`src/design/fcr_pkg.sv`:
```
// Shared types and constants for the framed command receiver.
package fcr_pkg;

    // Identity bytes sent in reply to the identification command
    localparam logic [7:0] ID_BYTE_0    = 8'h00;
    localparam logic [7:0] ID_BYTE_1    = 8'h03;
    localparam logic [7:0] ID_BYTE_HI   = 8'h1e;
    localparam logic [7:0] ID_BYTE_LO   = 8'h4f;
    localparam logic [7:0] TIMEOUT_CHAR = 8'h78;

    // Most beats that one input item can cause
    localparam int MAX_RESULTS = 5;
    localparam int IDX_W       = $clog2(MAX_RESULTS);

    // Default depth of the job queue between front and back
    localparam int QUEUE_DEPTH = 4;

    // Configuration register reset values
    localparam logic [7:0]  RST_SYNC_BYTE    = 8'd0;
    localparam logic [7:0]  RST_WHO_CODE     = 8'd1;
    localparam logic [7:0]  RST_IN_USE_CODE  = 8'd2;
    localparam logic [7:0]  RST_UNLOCK_CODE  = 8'd3;
    localparam logic [7:0]  RST_LOCKED_CODE  = 8'd4;
    localparam logic [7:0]  RST_NODE_ADDRESS = 8'd79;
    localparam logic [15:0] RST_TIMEOUT_MS   = 16'd1000;

    localparam int CFG_IDX_W  = 3;
    localparam int CFG_DATA_W = 16;

    typedef enum logic [CFG_IDX_W-1:0] {
        CFG_SYNC_BYTE    = 3'd0,
        CFG_WHO_CODE     = 3'd1,
        CFG_IN_USE_CODE  = 3'd2,
        CFG_UNLOCK_CODE  = 3'd3,
        CFG_LOCKED_CODE  = 3'd4,
        CFG_NODE_ADDRESS = 3'd5,
        CFG_TIMEOUT_MS   = 3'd6
    } t_cfg_idx;

    typedef struct packed {
        logic [7:0]  sync_byte;
        logic [7:0]  who_code;
        logic [7:0]  in_use_code;
        logic [7:0]  unlock_code;
        logic [7:0]  locked_code;
        logic [7:0]  node_address;
        logic [15:0] timeout_ms;
    } t_cfg;

    // Input beat: a received byte or a millisecond tick
    typedef struct packed {
        logic       mode;
        logic [7:0] rx_byte;
        logic       populated;
        logic       door_closed;
    } t_in;

    localparam logic MODE_BYTE = 1'b0;
    localparam logic MODE_TICK = 1'b1;

    typedef struct packed {
        logic [7:0] tx_byte;
        logic       last;
        logic       unlock_strobe;
    } t_out;

    // Frame receive phase
    typedef enum logic [2:0] {
        PH_IDLE   = 3'd0,
        PH_START1 = 3'd1,
        PH_START2 = 3'd2,
        PH_CMD    = 3'd3,
        PH_ADDR   = 3'd4
    } t_phase;

    typedef enum logic [1:0] {
        CMD_WHO    = 2'd0,
        CMD_IN_USE = 2'd1,
        CMD_UNLOCK = 2'd2,
        CMD_LOCKED = 2'd3
    } t_cmd;

    // What the back end has to send for one accepted item
    typedef enum logic [1:0] {
        JOB_ECHO    = 2'd0,
        JOB_WHO     = 2'd1,
        JOB_REPLY   = 2'd2,
        JOB_TIMEOUT = 2'd3
    } t_job_kind;

    typedef struct packed {
        t_job_kind  kind;
        logic [7:0] echo;
        logic [7:0] addr;
        logic [7:0] reply;
        logic       strobe;
    } t_job;

endpackage

```
`src/design/fcr_front.sv`:
```
// Front end: accepts input beats, tracks the frame and queues output jobs.
module fcr_front (
    input  logic          i_clk,
    input  logic          i_rst_n,
    input  logic          i_in_valid,
    input  fcr_pkg::t_in  i_in,
    output logic          o_in_stall,
    input  fcr_pkg::t_cfg i_cfg,
    input  logic          i_q_full,
    output logic          o_push,
    output fcr_pkg::t_job o_job
);
    import fcr_pkg::*;

    t_phase      r_phase, n_phase;
    t_cmd        r_cmd, n_cmd;
    logic [15:0] r_elapsed, n_elapsed;
    logic        r_running, n_running;

    logic        w_accept;
    logic [15:0] w_tick_cnt;
    logic        w_timeout;
    logic        w_is_start;
    logic        w_cmd_hit;
    t_cmd        w_cmd_code;
    logic        w_addr_hit;

    assign o_in_stall = i_q_full;
    assign w_accept   = i_in_valid && !i_q_full;

    // Saturating tick count and timeout check
    assign w_tick_cnt = (r_running && (r_elapsed != '1)) ? r_elapsed + 16'd1 : r_elapsed;
    assign w_timeout  = (w_tick_cnt > i_cfg.timeout_ms) && (r_phase != PH_IDLE);

    assign w_is_start = (i_in.rx_byte == i_cfg.sync_byte);
    assign w_addr_hit = (i_in.rx_byte == i_cfg.node_address);

    // Decode command, earlier codes win
    always_comb begin
        w_cmd_hit  = 1'b1;
        w_cmd_code = CMD_WHO;
        priority if (i_in.rx_byte == i_cfg.who_code) begin
            w_cmd_code = CMD_WHO;
        end else if (i_in.rx_byte == i_cfg.in_use_code) begin
            w_cmd_code = CMD_IN_USE;
        end else if (i_in.rx_byte == i_cfg.unlock_code) begin
            w_cmd_code = CMD_UNLOCK;
        end else if (i_in.rx_byte == i_cfg.locked_code) begin
            w_cmd_code = CMD_LOCKED;
        end else begin
            w_cmd_hit = 1'b0;
        end
    end

    // Next frame state
    always_comb begin
        n_phase   = r_phase;
        n_cmd     = r_cmd;
        n_elapsed = r_elapsed;
        n_running = r_running;
        if (w_accept) begin
            if (i_in.mode == MODE_TICK) begin
                n_elapsed = w_tick_cnt;
                if (w_timeout) begin
                    n_phase   = PH_IDLE;
                    n_elapsed = '0;
                    n_running = 1'b0;
                end
            end else begin
                unique case (r_phase)
                    PH_IDLE: begin
                        if (w_is_start) begin
                            n_phase   = PH_START1;
                            n_elapsed = '0;
                            n_running = 1'b1;
                        end
                    end
                    PH_START1: begin
                        if (w_is_start) n_phase = PH_START2;
                    end
                    PH_START2: begin
                        if (w_is_start) n_phase = PH_CMD;
                    end
                    PH_CMD: begin
                        if (w_cmd_hit) begin
                            n_cmd = w_cmd_code;
                            if (w_cmd_code == CMD_WHO) begin
                                n_phase   = PH_IDLE;
                                n_elapsed = '0;
                                n_running = 1'b0;
                            end else begin
                                n_phase = PH_ADDR;
                            end
                        end
                    end
                    PH_ADDR: begin
                        n_phase   = PH_IDLE;
                        n_elapsed = '0;
                        n_running = 1'b0;
                    end
                    default: begin
                        n_phase = PH_IDLE;
                    end
                endcase
            end
        end
    end

    // Job for the back end
    always_comb begin
        o_push       = 1'b0;
        o_job.kind   = JOB_ECHO;
        o_job.echo   = i_in.rx_byte;
        o_job.addr   = i_cfg.node_address;
        o_job.reply  = '0;
        o_job.strobe = 1'b0;
        if (w_accept) begin
            if (i_in.mode == MODE_TICK) begin
                o_push     = w_timeout;
                o_job.kind = JOB_TIMEOUT;
            end else begin
                o_push = 1'b1;
                if ((r_phase == PH_CMD) && w_cmd_hit && (w_cmd_code == CMD_WHO)) begin
                    o_job.kind = JOB_WHO;
                end else if (r_phase == PH_ADDR) begin
                    if (r_cmd == CMD_WHO) begin
                        o_job.kind = JOB_WHO;
                    end else if (w_addr_hit) begin
                        o_job.kind = JOB_REPLY;
                        unique case (r_cmd)
                            CMD_IN_USE: o_job.reply = {7'd0, i_in.populated};
                            CMD_UNLOCK: begin
                                o_job.reply  = i_cfg.unlock_code;
                                o_job.strobe = 1'b1;
                            end
                            default:    o_job.reply = {7'd0, i_in.door_closed};
                        endcase
                    end
                end
            end
        end
    end

    // Frame state registers
    always_ff @(posedge i_clk) begin
        if (!i_rst_n) begin
            r_phase   <= PH_IDLE;
            r_cmd     <= CMD_WHO;
            r_elapsed <= '0;
            r_running <= 1'b0;
        end else begin
            r_phase   <= n_phase;
            r_cmd     <= n_cmd;
            r_elapsed <= n_elapsed;
            r_running <= n_running;
        end
    end

    // Timer only runs inside a frame
    a_run_in_frame: assert property (@(posedge i_clk) disable iff (!i_rst_n)
        r_running |-> (r_phase != PH_IDLE))
        else $error("frame timer running while idle");

    // A stopped timer holds zero
    a_stopped_zero: assert property (@(posedge i_clk) disable iff (!i_rst_n)
        !r_running |-> (r_elapsed == '0))
        else $error("stopped frame timer not cleared");

    // A tick only ever queues the timeout notice
    a_tick_job: assert property (@(posedge i_clk) disable iff (!i_rst_n)
        (o_push && (i_in.mode == MODE_TICK)) |-> (o_job.kind == JOB_TIMEOUT))
        else $error("tick queued a job other than timeout");

endmodule

```
`src/design/fcr_queue.sv`:
```
// Job queue between the front and back ends.
module fcr_queue #(
    parameter int DEPTH = fcr_pkg::QUEUE_DEPTH
) (
    input  logic          i_clk,
    input  logic          i_rst_n,
    input  logic          i_push,
    input  fcr_pkg::t_job i_job,
    output logic          o_full,
    input  logic          i_pop,
    output logic          o_valid,
    output fcr_pkg::t_job o_job
);
    import fcr_pkg::*;

    localparam int PW = (DEPTH > 1) ? $clog2(DEPTH) : 1;
    localparam int CW = $clog2(DEPTH + 1);

    t_job          r_mem [DEPTH];
    logic [PW-1:0] r_wr, n_wr;
    logic [PW-1:0] r_rd, n_rd;
    logic [CW-1:0] r_count, n_count;

    assign o_full  = (r_count == CW'(DEPTH));
    assign o_valid = (r_count != '0);
    assign o_job   = r_mem[r_rd];

    // Advance pointers with wrap at the depth
    always_comb begin
        n_wr    = r_wr;
        n_rd    = r_rd;
        n_count = r_count;
        if (i_push) n_wr = (r_wr == PW'(DEPTH - 1)) ? '0 : r_wr + 1'b1;
        if (i_pop)  n_rd = (r_rd == PW'(DEPTH - 1)) ? '0 : r_rd + 1'b1;
        if (i_push && !i_pop) n_count = r_count + 1'b1;
        if (!i_push && i_pop) n_count = r_count - 1'b1;
    end

    // Store jobs
    always_ff @(posedge i_clk) begin
        if (i_push) r_mem[r_wr] <= i_job;
    end

    always_ff @(posedge i_clk) begin
        if (!i_rst_n) begin
            r_wr    <= '0;
            r_rd    <= '0;
            r_count <= '0;
        end else begin
            r_wr    <= n_wr;
            r_rd    <= n_rd;
            r_count <= n_count;
        end
    end

    a_no_overflow: assert property (@(posedge i_clk) disable iff (!i_rst_n)
        i_push |-> !o_full)
        else $error("job pushed into full queue");

    a_no_underflow: assert property (@(posedge i_clk) disable iff (!i_rst_n)
        i_pop |-> o_valid)
        else $error("job popped from empty queue");

    a_count_range: assert property (@(posedge i_clk) disable iff (!i_rst_n)
        r_count <= CW'(DEPTH))
        else $error("queue count beyond depth");

endmodule

```
`src/design/fcr_back.sv`:
```
// Back end: expands each job into transmit beats behind an output register.
module fcr_back (
    input  logic          i_clk,
    input  logic          i_rst_n,
    input  logic          i_job_valid,
    input  fcr_pkg::t_job i_job,
    output logic          o_pop,
    input  logic          i_out_stall,
    output logic          o_out_valid,
    output fcr_pkg::t_out o_out
);
    import fcr_pkg::*;

    localparam logic [IDX_W-1:0] LAST_ECHO  = '0;
    localparam logic [IDX_W-1:0] LAST_REPLY = IDX_W'(2);
    localparam logic [IDX_W-1:0] LAST_WHO   = IDX_W'(MAX_RESULTS - 1);

    t_job             r_job;
    logic             r_busy;
    logic [IDX_W-1:0] r_idx;
    logic             r_out_valid;
    t_out             r_out;

    logic             w_advance;
    logic             w_load;
    logic             w_take;
    logic [IDX_W-1:0] w_last_idx;
    logic             w_cur_last;
    t_out             w_cur;

    // Pick the beat at the current index
    always_comb begin
        w_cur.tx_byte       = r_job.echo;
        w_cur.unlock_strobe = 1'b0;
        w_last_idx          = LAST_ECHO;
        unique case (r_job.kind)
            JOB_ECHO: begin
                w_last_idx = LAST_ECHO;
            end
            JOB_WHO: begin
                w_last_idx = LAST_WHO;
                unique case (r_idx)
                    IDX_W'(1): w_cur.tx_byte = ID_BYTE_0;
                    IDX_W'(2): w_cur.tx_byte = ID_BYTE_1;
                    IDX_W'(3): w_cur.tx_byte = ID_BYTE_HI;
                    IDX_W'(4): w_cur.tx_byte = ID_BYTE_LO;
                    default:   w_cur.tx_byte = r_job.echo;
                endcase
            end
            JOB_REPLY: begin
                w_last_idx = LAST_REPLY;
                if (r_idx == IDX_W'(1)) begin
                    w_cur.tx_byte = r_job.addr;
                end else if (r_idx == LAST_REPLY) begin
                    w_cur.tx_byte       = r_job.reply;
                    w_cur.unlock_strobe = r_job.strobe;
                end
            end
            default: begin
                w_last_idx    = LAST_REPLY;
                w_cur.tx_byte = TIMEOUT_CHAR;
            end
        endcase
        w_cur.last = (r_idx == w_last_idx);
    end

    assign w_cur_last = (r_idx == w_last_idx);

    // Output register moves when empty or taken
    assign w_advance = !r_out_valid || !i_out_stall;
    assign w_load    = w_advance && r_busy;
    assign w_take    = i_job_valid && (!r_busy || (w_load && w_cur_last));
    assign o_pop     = w_take;

    assign o_out_valid = r_out_valid;
    assign o_out       = r_out;

    // Hold the job being expanded and load the output register
    always_ff @(posedge i_clk) begin
        if (w_take) r_job <= i_job;
        if (w_advance) r_out <= w_cur;
    end

    always_ff @(posedge i_clk) begin
        if (!i_rst_n) begin
            r_busy      <= 1'b0;
            r_idx       <= '0;
            r_out_valid <= 1'b0;
        end else begin
            if (w_take) begin
                r_busy <= 1'b1;
                r_idx  <= '0;
            end else if (w_load) begin
                if (w_cur_last) begin
                    r_busy <= 1'b0;
                    r_idx  <= '0;
                end else begin
                    r_idx <= r_idx + 1'b1;
                end
            end
            if (w_advance) r_out_valid <= r_busy;
        end
    end

    a_idle_idx: assert property (@(posedge i_clk) disable iff (!i_rst_n)
        !r_busy |-> (r_idx == '0))
        else $error("beat index not cleared while idle");

    a_idx_range: assert property (@(posedge i_clk) disable iff (!i_rst_n)
        r_busy |-> (r_idx <= w_last_idx))
        else $error("beat index past end of job");

    a_strobe_last: assert property (@(posedge i_clk) disable iff (!i_rst_n)
        (r_out_valid && r_out.unlock_strobe) |-> r_out.last)
        else $error("unlock strobe on a beat that is not last");

endmodule

```
`src/design/framed_command_receiver.sv`:
```
// Top level of the framed command receiver: config registers, front, queue, back.
//
//  channel | direction | handshake             | payload
//  in      | to block  | i_in_valid/o_in_stall | i_in_data (t_in)
//  out     | from block| o_out_valid/i_out_stall | o_out_data (t_out)
//  cfg     | to block  | i_cfg_valid/o_cfg_ready | i_cfg_index, i_cfg_data
//
// The front takes one beat per cycle while the job queue has room; the back sends
// one beat per cycle while the output is not stalled, so an item takes one beat
// for an echo, three for an addressed reply or timeout and five for identification.
// The first beat of an item passes the job queue, job register and output register.
// Reset is synchronous, active low, and restores the register defaults.
// A stall at the output fills the queue, which then stalls the input.
module framed_command_receiver #(
    parameter int QDEPTH = fcr_pkg::QUEUE_DEPTH
) (
    input  logic                                i_clk,
    input  logic                                i_rst_n,
    input  logic                                i_in_valid,
    input  fcr_pkg::t_in                        i_in_data,
    output logic                                o_in_stall,
    output logic                                o_out_valid,
    output fcr_pkg::t_out                       o_out_data,
    input  logic                                i_out_stall,
    input  logic                                i_cfg_valid,
    input  logic [fcr_pkg::CFG_IDX_W-1:0]       i_cfg_index,
    input  logic [fcr_pkg::CFG_DATA_W-1:0]      i_cfg_data,
    output logic                                o_cfg_ready
);
    import fcr_pkg::*;

    t_cfg r_cfg;
    logic w_q_full;
    logic w_push;
    t_job w_push_job;
    logic w_pop;
    logic w_q_valid;
    t_job w_q_job;

    assign o_cfg_ready = 1'b1;

    // Write configuration registers
    always_ff @(posedge i_clk) begin
        if (!i_rst_n) begin
            r_cfg.sync_byte    <= RST_SYNC_BYTE;
            r_cfg.who_code     <= RST_WHO_CODE;
            r_cfg.in_use_code  <= RST_IN_USE_CODE;
            r_cfg.unlock_code  <= RST_UNLOCK_CODE;
            r_cfg.locked_code  <= RST_LOCKED_CODE;
            r_cfg.node_address <= RST_NODE_ADDRESS;
            r_cfg.timeout_ms   <= RST_TIMEOUT_MS;
        end else if (i_cfg_valid && o_cfg_ready) begin
            unique case (i_cfg_index)
                CFG_SYNC_BYTE:    r_cfg.sync_byte    <= i_cfg_data[7:0];
                CFG_WHO_CODE:     r_cfg.who_code     <= i_cfg_data[7:0];
                CFG_IN_USE_CODE:  r_cfg.in_use_code  <= i_cfg_data[7:0];
                CFG_UNLOCK_CODE:  r_cfg.unlock_code  <= i_cfg_data[7:0];
                CFG_LOCKED_CODE:  r_cfg.locked_code  <= i_cfg_data[7:0];
                CFG_NODE_ADDRESS: r_cfg.node_address <= i_cfg_data[7:0];
                CFG_TIMEOUT_MS:   r_cfg.timeout_ms   <= i_cfg_data;
                default: ;
            endcase
        end
    end

    fcr_front u_front (
        .i_clk      (i_clk),
        .i_rst_n    (i_rst_n),
        .i_in_valid (i_in_valid),
        .i_in       (i_in_data),
        .o_in_stall (o_in_stall),
        .i_cfg      (r_cfg),
        .i_q_full   (w_q_full),
        .o_push     (w_push),
        .o_job      (w_push_job)
    );

    fcr_queue #(
        .DEPTH (QDEPTH)
    ) u_queue (
        .i_clk   (i_clk),
        .i_rst_n (i_rst_n),
        .i_push  (w_push),
        .i_job   (w_push_job),
        .o_full  (w_q_full),
        .i_pop   (w_pop),
        .o_valid (w_q_valid),
        .o_job   (w_q_job)
    );

    fcr_back u_back (
        .i_clk       (i_clk),
        .i_rst_n     (i_rst_n),
        .i_job_valid (w_q_valid),
        .i_job       (w_q_job),
        .o_pop       (w_pop),
        .i_out_stall (i_out_stall),
        .o_out_valid (o_out_valid),
        .o_out       (o_out_data)
    );

endmodule
```
`config.mk`:
```
export PLATFORM = sky130hd
export DESIGN_NAME = framed_command_receiver
export DESIGN_NICKNAME = d
export VERILOG_FILES = /design/src/design/fcr_pkg.sv /design/src/design/fcr_front.sv /design/src/design/fcr_queue.sv /design/src/design/fcr_back.sv /design/src/design/framed_command_receiver.sv
export SDC_FILE = /design/constraint.sdc
export NUM_CORES = 1
export LEC_CHECK = 0
export BUFFER_PORTS_ARGS = -buffer_cell sky130_fd_sc_hd__clkbuf_2
export CELL_PAD_IN_SITES_DETAIL_PLACEMENT = 1
export CELL_PAD_IN_SITES_GLOBAL_PLACEMENT = 2
export CORE_UTILIZATION = 35
export DETAILED_ROUTE_END_ITERATION = 6
export GPL_ROUTABILITY_DRIVEN = 0
export PLACE_DENSITY = 0.73
export SYNTH_ARGS = -nofsm -noshare
export SYNTH_HDL_FRONTEND = slang
export SYNTH_SLANG_ARGS = --single-unit
```
`constraint.sdc`:
```
create_clock -name i_clk -period 8.1 [get_ports i_clk]
set_input_delay 1.215 -clock i_clk [delete_from_list [all_inputs] [get_ports i_clk]]
set_output_delay 1.215 -clock i_clk [all_outputs]
set_load 0.01 [all_outputs]
```
==> results of run 1 <==
-- per-layer routing --
metal	share of wire	global-route usage	wire, um
met1	0.48	0.257	13400
met2	0.47	0.300	13200
met3	0.031	0.0223	858
met4	0.017	0.0364	472
met5	0	0	0
-- through the flow --
stage | hold WS (ns) | setup WS [ns] | power [mW] | std cells | instance area (um^2)
4_1_cts | 0.460 | 3.12 | 3.33 | 1423 | 12500
6_report | 0.457 | 3.14 | 3.29 | 1423 | 12500
5_1_grt | 0.480 | 2.66 | 3.45 | 1423 | 12500
2_1_floorplan | 0.436 | 3.59 | 1.91 | 966 | 11000
3_3_place_gp | 0.445 | 3.28 | 2.07 | 1374 | 11600
3_5_place_dp | 0.452 | 3.13 | 2.09 | 1374 | 11600
-- area by class of cell --
cell class	count	share of cell area
clock buffers	33	0.0576
clock inverters	16	0.0144
inverters	35	0.0106
multi-input cells	643	0.346
flip-flops and latches	243	0.507
well taps	396	0.0397
repair buffers	57	0.0251
-- kinds of logic (layout without fill, tap and decap cells) --
| group | Yosys count | in the layout |
|---|---|---|
| other | 1 | 1 |
| AOI/OAI and AO/OA | 171 | 171 |
| buffers and inverters | 80 | 141 |
| adders and majority gates | 32 | 32 |
| and+or+nand+nor | 344 | 344 |
| DFF | 243 | 243 |
| xor gates and xnor gates | 65 | 65 |
| muxes | 30 | 30 |
-- state kept, by name, summed over array words and instances, names as in the netlist --
register and flops:
u_front.r_running 1, u_queue.r_count 3, u_queue.r_wr 2, u_back.r_idx 3
u_front.r_phase 3, u_back.o_out_valid 1, u_back.r_job 27, u_front.r_elapsed 16
u_back.r_busy 1, u_queue.r_rd 2, u_back.o_out 10, u_queue.r_mem 108
u_front.r_cmd 2, r_cfg 64
-- worst max-delay path, stage by stage (launching register included) --
cell and delay [ns]:
dfxtp_1 0.42, ha_1 0.27, nand2_1 0.10, nor3_1 0.59, nand3_1 0.36, nand2_1 0.22, xnor2_1 0.09, ha_1 0.32
nand4_1 0.10, nor3_1 0.24, a21boi_0 0.34, o31a_1 0.52, and3_1 0.68, buf_4 0.36
-- power groups by stage --
stage          logic (mW)  clock network [mW]  registers, mW
6_report            0.505                1.24           1.55
5_1_grt             0.560                1.32           1.57
4_1_cts             0.515                1.27           1.55
3_5_place_dp        0.513                   0           1.58
3_3_place_gp        0.498                   0           1.57
2_1_floorplan       0.380                   0           1.53
-- path summary, 6_finish.rpt --
check	start	end	slack, ns	depth (start not counted)
worst max-delay path	u_front.r_elapsed[0]$_SDFFE_PN0P_	u_queue.r_mem[2][16]$_DFFE_PP_	3.14	13
worst min-delay path	r_cfg[11]$_SDFFE_PN0P_	r_cfg[11]$_SDFFE_PN0P_	0.46	2
worst max register to register	u_front.r_elapsed[0]$_SDFFE_PN0P_	u_queue.r_mem[2][16]$_DFFE_PP_	3.14	13
worst min register to register	r_cfg[11]$_SDFFE_PN0P_	r_cfg[11]$_SDFFE_PN0P_	0.46	2
-- layout by cell type (no fill, tap or decap), drive strengths merged, types with 27 or more instances in the layout --
cell      n
nand2   180
edfxtp  145
dfxtp    98
a21oi    84
clkbuf   79
xor2     47
nor2     35
inv      35
ha       31
nand3    30
mux4     27
==> metrics.md, run 1 <==
| Metric | Value |
|---|---|
| DR iter-0 viols | `about 450` |
| Violations in the final reports | `DRC` |
| Largest family of logic cells by synthesized area | `simple AND/OR/NAND/NOR gates` |
| Area Overhead vs Synth | `13.6%` |
| Post-Synthesis Cells | `just under 1,000` |
| Clock transition at path regs | `around 0.060 ns` |
| Via density per instance | `5.21` |
| Layout cells sized above 1 | `0.141` |
| Relative max-transition margin | `0.303` |
| Area leader, netlist | `edfxtp_1` |
| GR Util All Layers | `0.182` |
| FF/Latch Area | `6320 um^2` |
| Clock power frac | `0.376` |
| Post-synthesis adder-cell area fraction | `0.0372` |
| DRC errors left | `12` |
| Layout Nets | `about 1,100` |
| Cts repair resizes | `0` |
| CTS Buffer Depth | `3` |
| Synth Area in Compound Gates | `0.0989` |
| DRT Wirelength | `28,000 um` |
| Fin crit period | `~5 ns` |
| Worst-path maximum fanout | `15` |
| H-tree Lvls | `1` |
| Number of port buffers | `46` |
| Chip width | `between 150 and 200 um` |
| Via count | `roughly 7,400` |
| Startpoint Class | `register` |
| Fillers | `between 3,000 and 4,000` |
| Post-Route Skew | `around 0.013 ns` |
| Mux cell area share after synthesis | `0.0582` |
| Post-Syn Area | `approximately 11,000 um^2` |
| Die Ht | `179 um` |
| Simple-Gate Fraction of Synth Area | `0.146` |
| Switch Pwr | `around 0.89 mW` |
| Final hold vios | `0` |
| Top_reg_cell synth | `edfxtp_1` |
| CORE AREA | `between 30,000 and 40,000 um^2` |
| Final HPWL DP | `19,200 um` |
| Synth Register Bits | `about 240` |
| Synth area leaders | `edfxtp_1, dfxtp_1, nand2_1` |
| Post-synth EDFFs | `between 100 and 150` |
| Worst-Margin Slew | `around 1.0 ns` |
| WP data required | `8.32 ns` |
| Comb pwr share | `0.153` |
| Leakage | `approximately 4.4 nW` |
| GRT overflow | `0` |
| Setup CP Type | `reg2reg` |
| Final setup viols | `0` |
| Sequential share of power | `0.470` |
| HP Class | `reg2reg` |
| CTS buffer count | `27` |
| Setup tns final | `0 ns` |
| RSZ-0062 raised after global routing | `no` |
| TritonRoute pass-1 iters | `7` |
| Row cnt | `64` |
| Root Driver | `clkbuf_16` |
| Vias in the first global route | `around 7,600` |
| Remaining antenna violation count after routing | `0` |
| Sw Share | `0.272` |
| Max VDD drop | `between 0.00015 and 0.0002 V` |
| Worst Path Arrival | `5.19 ns` |
| Post-Syn Area per Cell | `between 10 and 15 um^2` |
| Internal power | `between 2 and 2.5 mW` |
| Setup crit end kind | `register` |
| Yosys warnings | `0` |
| Routed length per instance | `between 15 and 20 um` |
| Final worst-path cycle share | `0.613` |
| Cell Pwr Density | `264 nW/um^2` |
| Sequential fraction of the synthesis area | `0.575` |
| Commonest cells post-synth | `nand2_1, edfxtp_1, dfxtp_1, a21oi_1, xor2_1` |
| CTS tree | `built` |
| Ant. Diodes | `0` |
| Fmax | `between 200 and 250 MHz` |
| Post-CTS Hold Buffers | `0` |
| Post-Synth XOR/XNOR Area | `0.0519` |
| Post-CTS Setup Bufs | `0` |
| Post-Syn Nets | `just over 1,000` |
| Synth unique cells | `60` |
| Area of the multi-input gates | `4320 um^2` |
| Initial core utilization | `0.357` |
| Pins over their slew limit | `0` |
| DIE AREA | `32,100 um^2` |
| Initial antenna violation count | `0` |
| Max Cap Violations | `0` |
| First-pass GRT wire length | `approximately 45,000 um` |
| Yosys top cell area share | `0.397` |
| Worst-Skew Late Latency | `approximately 0.54 ns` |
| Largest net degree at the start of global routing | `52` |
| I/O Pins | `between 40 and 50` |
| Clk sink count | `roughly 240` |
| Outcome | `finished with violations` |
| Most frequent cell after synthesis | `nand2_1` |
| Ys async rst share | `0` |
| Util after Layout | `0.406` |
(Power assumes the default switching activity.)
==> inputs of run 2 (changes only) <==
--- a/config.mk
+++ b/config.mk
@@ -11,7 +11,7 @@
 export CORE_UTILIZATION = 35
 export DETAILED_ROUTE_END_ITERATION = 6
 export GPL_ROUTABILITY_DRIVEN = 0
-export PLACE_DENSITY = 0.73
+export PLACE_DENSITY = 0.76
 export SYNTH_ARGS = -nofsm -noshare
 export SYNTH_HDL_FRONTEND = slang
 export SYNTH_SLANG_ARGS = --single-unit
==> constraint.sdc (replaced) <==
create_clock -name i_clk -period 4.5 [get_ports i_clk]
set_input_delay 0.675 -clock i_clk [delete_from_list [all_inputs] [get_ports i_clk]]
set_output_delay 0.675 -clock i_clk [all_outputs]
set_load 0.01 [all_outputs]
==> run 2 against run 1 <==
The run still ends with DRC left. Hold slack worse by 0.12 ns. Setup slack got worse by 2.8 ns. Fmax increased by 19%. Utilization grew 0.35 points. Largest cell class unchanged.
==> metrics.md, run 2 (synthesis gave the netlist of run 1 again) <==
| Metric | Value |
|---|---|
| Reg2reg path depth | `17` |
| Worst-Margin Slew | `1.06 ns` |
| CTS tree | `built` |
| Top sig layer | `met4` |
| First-pass GRT wire length | `between 40,000 and 50,000 um` |
| Via density per instance | `roughly 5.2` |
| Crit-path slowest cell | `dfxtp_1` |
| Pins over their slew limit | `0` |
| DR iter-0 viols | `350` |
| Initial antenna violation count | `0` |
| Reg2Reg Setup Slack | `approximately 0.34 ns` |
| Regs by FF count | `u_queue.r_mem x108, r_cfg x64, u_back.r_job x27` |
| Area of the multi-input gates | `4340 um^2` |
| Post-Route Skew | `approximately 0.015 ns` |
| DRT Wirelength | `between 20,000 and 30,000 um` |
| Fillers | `around 3,300` |
| GRT overflow | `0` |
| Met2 routed wirelength | `13,300 um` |
| Top delay family on crit path | `simple AND/OR/NAND/NOR gates` |
| Final HPWL DP | `approximately 19,000 um` |
| Leakage | `~4.5 nW` |
| Most common cell after layout, fill and taps aside | `nand2_1` |
| Hold path startpoint | `i_cfg_data[15]` |
| TritonRoute pass-1 iters | `6` |
| DIE AREA | `roughly 32,000 um^2` |
| Post-CTS Hold Buffers | `0` |
| Outcome | `finished with violations` |
| Violations in the final reports | `DRC` |
| CTS Buffer Depth | `3` |
| Setup tns final | `0 ns` |
| Vias in the first global route | `around 7,700` |
| Clock transition at path regs | `approximately 0.06 ns` |
| Worst-Skew Late Latency | `around 0.56 ns` |
| Number of port buffers | `46` |
| Commonest non-fill, non-tap cells in the layout | `nand2_1, edfxtp_1, dfxtp_1, a21oi_1, xor2_1` |
| RSZ-0062 raised after global routing | `no` |
| DRC errors left | `10` |
| Chip width | `around 180 um` |
| HP Class | `in2reg` |
| Root Driver | `clkbuf_16` |
| Util after Layout | `0.409` |
| Max Cap Violations | `0` |
| Internal power | `between 4 and 5 mW` |
| Remaining antenna violation count after routing | `0` |
| CORE AREA | `approximately 31,000 um^2` |
| Sw Share | `0.270` |
| Switch Pwr | `roughly 1.6 mW` |
| Hold Crit Depth | `3` |
| Hold Path Sink | `r_cfg[15]$_SDFFE_PN0P_` |
| Startpoint Class | `register` |
| Crit path cell chain | `and4_1 -> nand3_1 -> or3_1 -> xnor2_1 -> ha_1 -> a41oi_1 -> o21ai_0 -> o2bb2ai_1 -> o31ai_2 -> nor2_1 -> inv_1 -> ha_1 -> inv_1 -> fa_1 -> xor2_1 -> or3_1 -> a21oi_1` |
| Clk sink count | `243` |
| Setup CP Type | `reg2reg` |
| Worst Path Arrival | `4.64 ns` |
| Final hold vios | `0` |
| Relative max-transition margin | `0.295` |
| Clock power frac | `0.382` |
| Tot Pwr | `5.99 mW` |
| Die Ht | `between 150 and 200 um` |
| Max FFs per register | `108` |
| Largest net degree at the start of global routing | `53` |
| Via count | `roughly 7,400` |
| Ant. Diodes | `0` |
| Worst-path maximum fanout | `7` |
| I/O Pins | `48` |
| Buffers & Inverters on Critical Path | `2` |
| Slowest stage delay, CP | `approximately 0.45 ns` |
| Initial core utilization | `0.357` |
| Final setup viols | `0` |
| Routed wl met3 | `906 um` |
| WP data required | `roughly 5.0 ns` |
| Setup crit end kind | `register` |
| Comb pwr share | `0.150` |
| CTS buffer count | `27` |
| Fin crit period | `roughly 4.2 ns` |
| GR Util All Layers | `0.181` |
| WL met1 | `13,100 um` |
| Layout cells sized above 1 | `0.148` |
| Worst reg2reg path endpoint | `u_queue.r_count[2]$_SDFFE_PN0P_` |
| FF/Latch Area | `6320 um^2` |
| Area Overhead vs Synth | `14.6%` |
| Routed length per instance | `~20 um` |
| R2R Path Start | `u_front.r_elapsed[4]$_SDFFE_PN0P_` |
| Final worst-path cycle share | `0.925` |
| Max VDD drop | `0.000261 V` |
| Row cnt | `64` |
| H-tree Lvls | `1` |
| Sequential share of power | `0.468` |
| Largest Register | `u_queue.r_mem` |
| Fmax | `~240 MHz` |
| Cell Pwr Density | `476 nW/um^2` |
| Layout Nets | `1,076` |
run 2: cell types whose count changed in the layout (fill, tap and decap cells not counted), sizes merged:
cell      previous run  this run
inv                 35        36
buf                 11        13
clkinvlp             3         2
bufinv               3         4
run 2: worst max-delay path by stage:
stage                                                 start                         endpoint  slack (ns)  depth (start not counted)
after floorplan           u_front.r_elapsed[0]$_SDFFE_PN0P_  u_queue.r_count[2]$_SDFFE_PN0P_        0.11                         19
after global placement    u_front.r_elapsed[7]$_SDFFE_PN0P_  u_queue.r_count[2]$_SDFFE_PN0P_        0.30                         17
after detailed placement  u_front.r_elapsed[7]$_SDFFE_PN0P_  u_queue.r_count[2]$_SDFFE_PN0P_        0.25                         17
after CTS                 u_front.r_elapsed[0]$_SDFFE_PN0P_  u_queue.r_count[2]$_SDFFE_PN0P_        0.21                         18
after global routing      u_front.r_elapsed[0]$_SDFFE_PN0P_  u_queue.r_count[2]$_SDFFE_PN0P_        0.01                         18
final                     u_front.r_elapsed[4]$_SDFFE_PN0P_  u_queue.r_count[2]$_SDFFE_PN0P_        0.34                         17
run 2: what timing repair did:
item	in CTS	in global routing
endpoints found under the setup margin	0	110
resized for setup	0	7
setup buffers	0	0
run 2: worst reg2reg max path, delay by kind of cell (launching register included):
family / cells / cell delay (ns)
adder cells (fa/ha/maj): 3 / 0.86
buffers and inverters: 2 / 0.15
flip-flops: 1 / 0.45
XOR/XNOR: 2 / 0.42
AO/OA/AOI/OAI: 5 / 0.84
AND/OR/NAND/NOR: 5 / 1.38
run 2: layout make-up:
| class | count | area share |
|---|---|---|
| tap | 396 | 0.0394 |
| sequential | 243 | 0.502 |
| clock buffer | 33 | 0.0571 |
| clock inverter | 17 | 0.0159 |
| inverter | 35 | 0.0104 |
| multi-input combinational | 643 | 0.345 |
| timing repair buffer | 59 | 0.0300 |
run 2: stage by stage:
| stage | instance area (um^2) | instances | setup slack [ns] | hold WS [ns] |
|---|---|---|---|---|
| finish | 12600 | 1426 | 0.338 | 0.339 |
| global route | 12600 | 1426 | 0.0101 | 0.341 |
| CTS | 12600 | 1426 | 0.215 | 0.320 |
| detailed placement | 11600 | 1376 | 0.248 | 0.453 |
| global placement | 11600 | 1376 | 0.305 | 0.447 |
| floorplan | 11000 | 966 | 0.114 | 0.436 |
run 2: routing by layer:
layer | global-route usage | vias to the layer above
li1 | - | 3605
met1 | 0.249 | 3653
met2 | 0.303 | 117
met3 | 0.0218 | 41
met4 | 0.0434 | 0
met5 | 0 | -
run 2: power by group through the flow:
stage	Sequential, mW	Clock, mW	Combinational, mW
floorplan	2.76	0	0.683
global placement	2.85	0	0.880
detailed placement	2.86	0	0.909
CTS	2.81	2.35	0.912
global route	2.84	2.43	1.01
finish	2.80	2.29	0.899
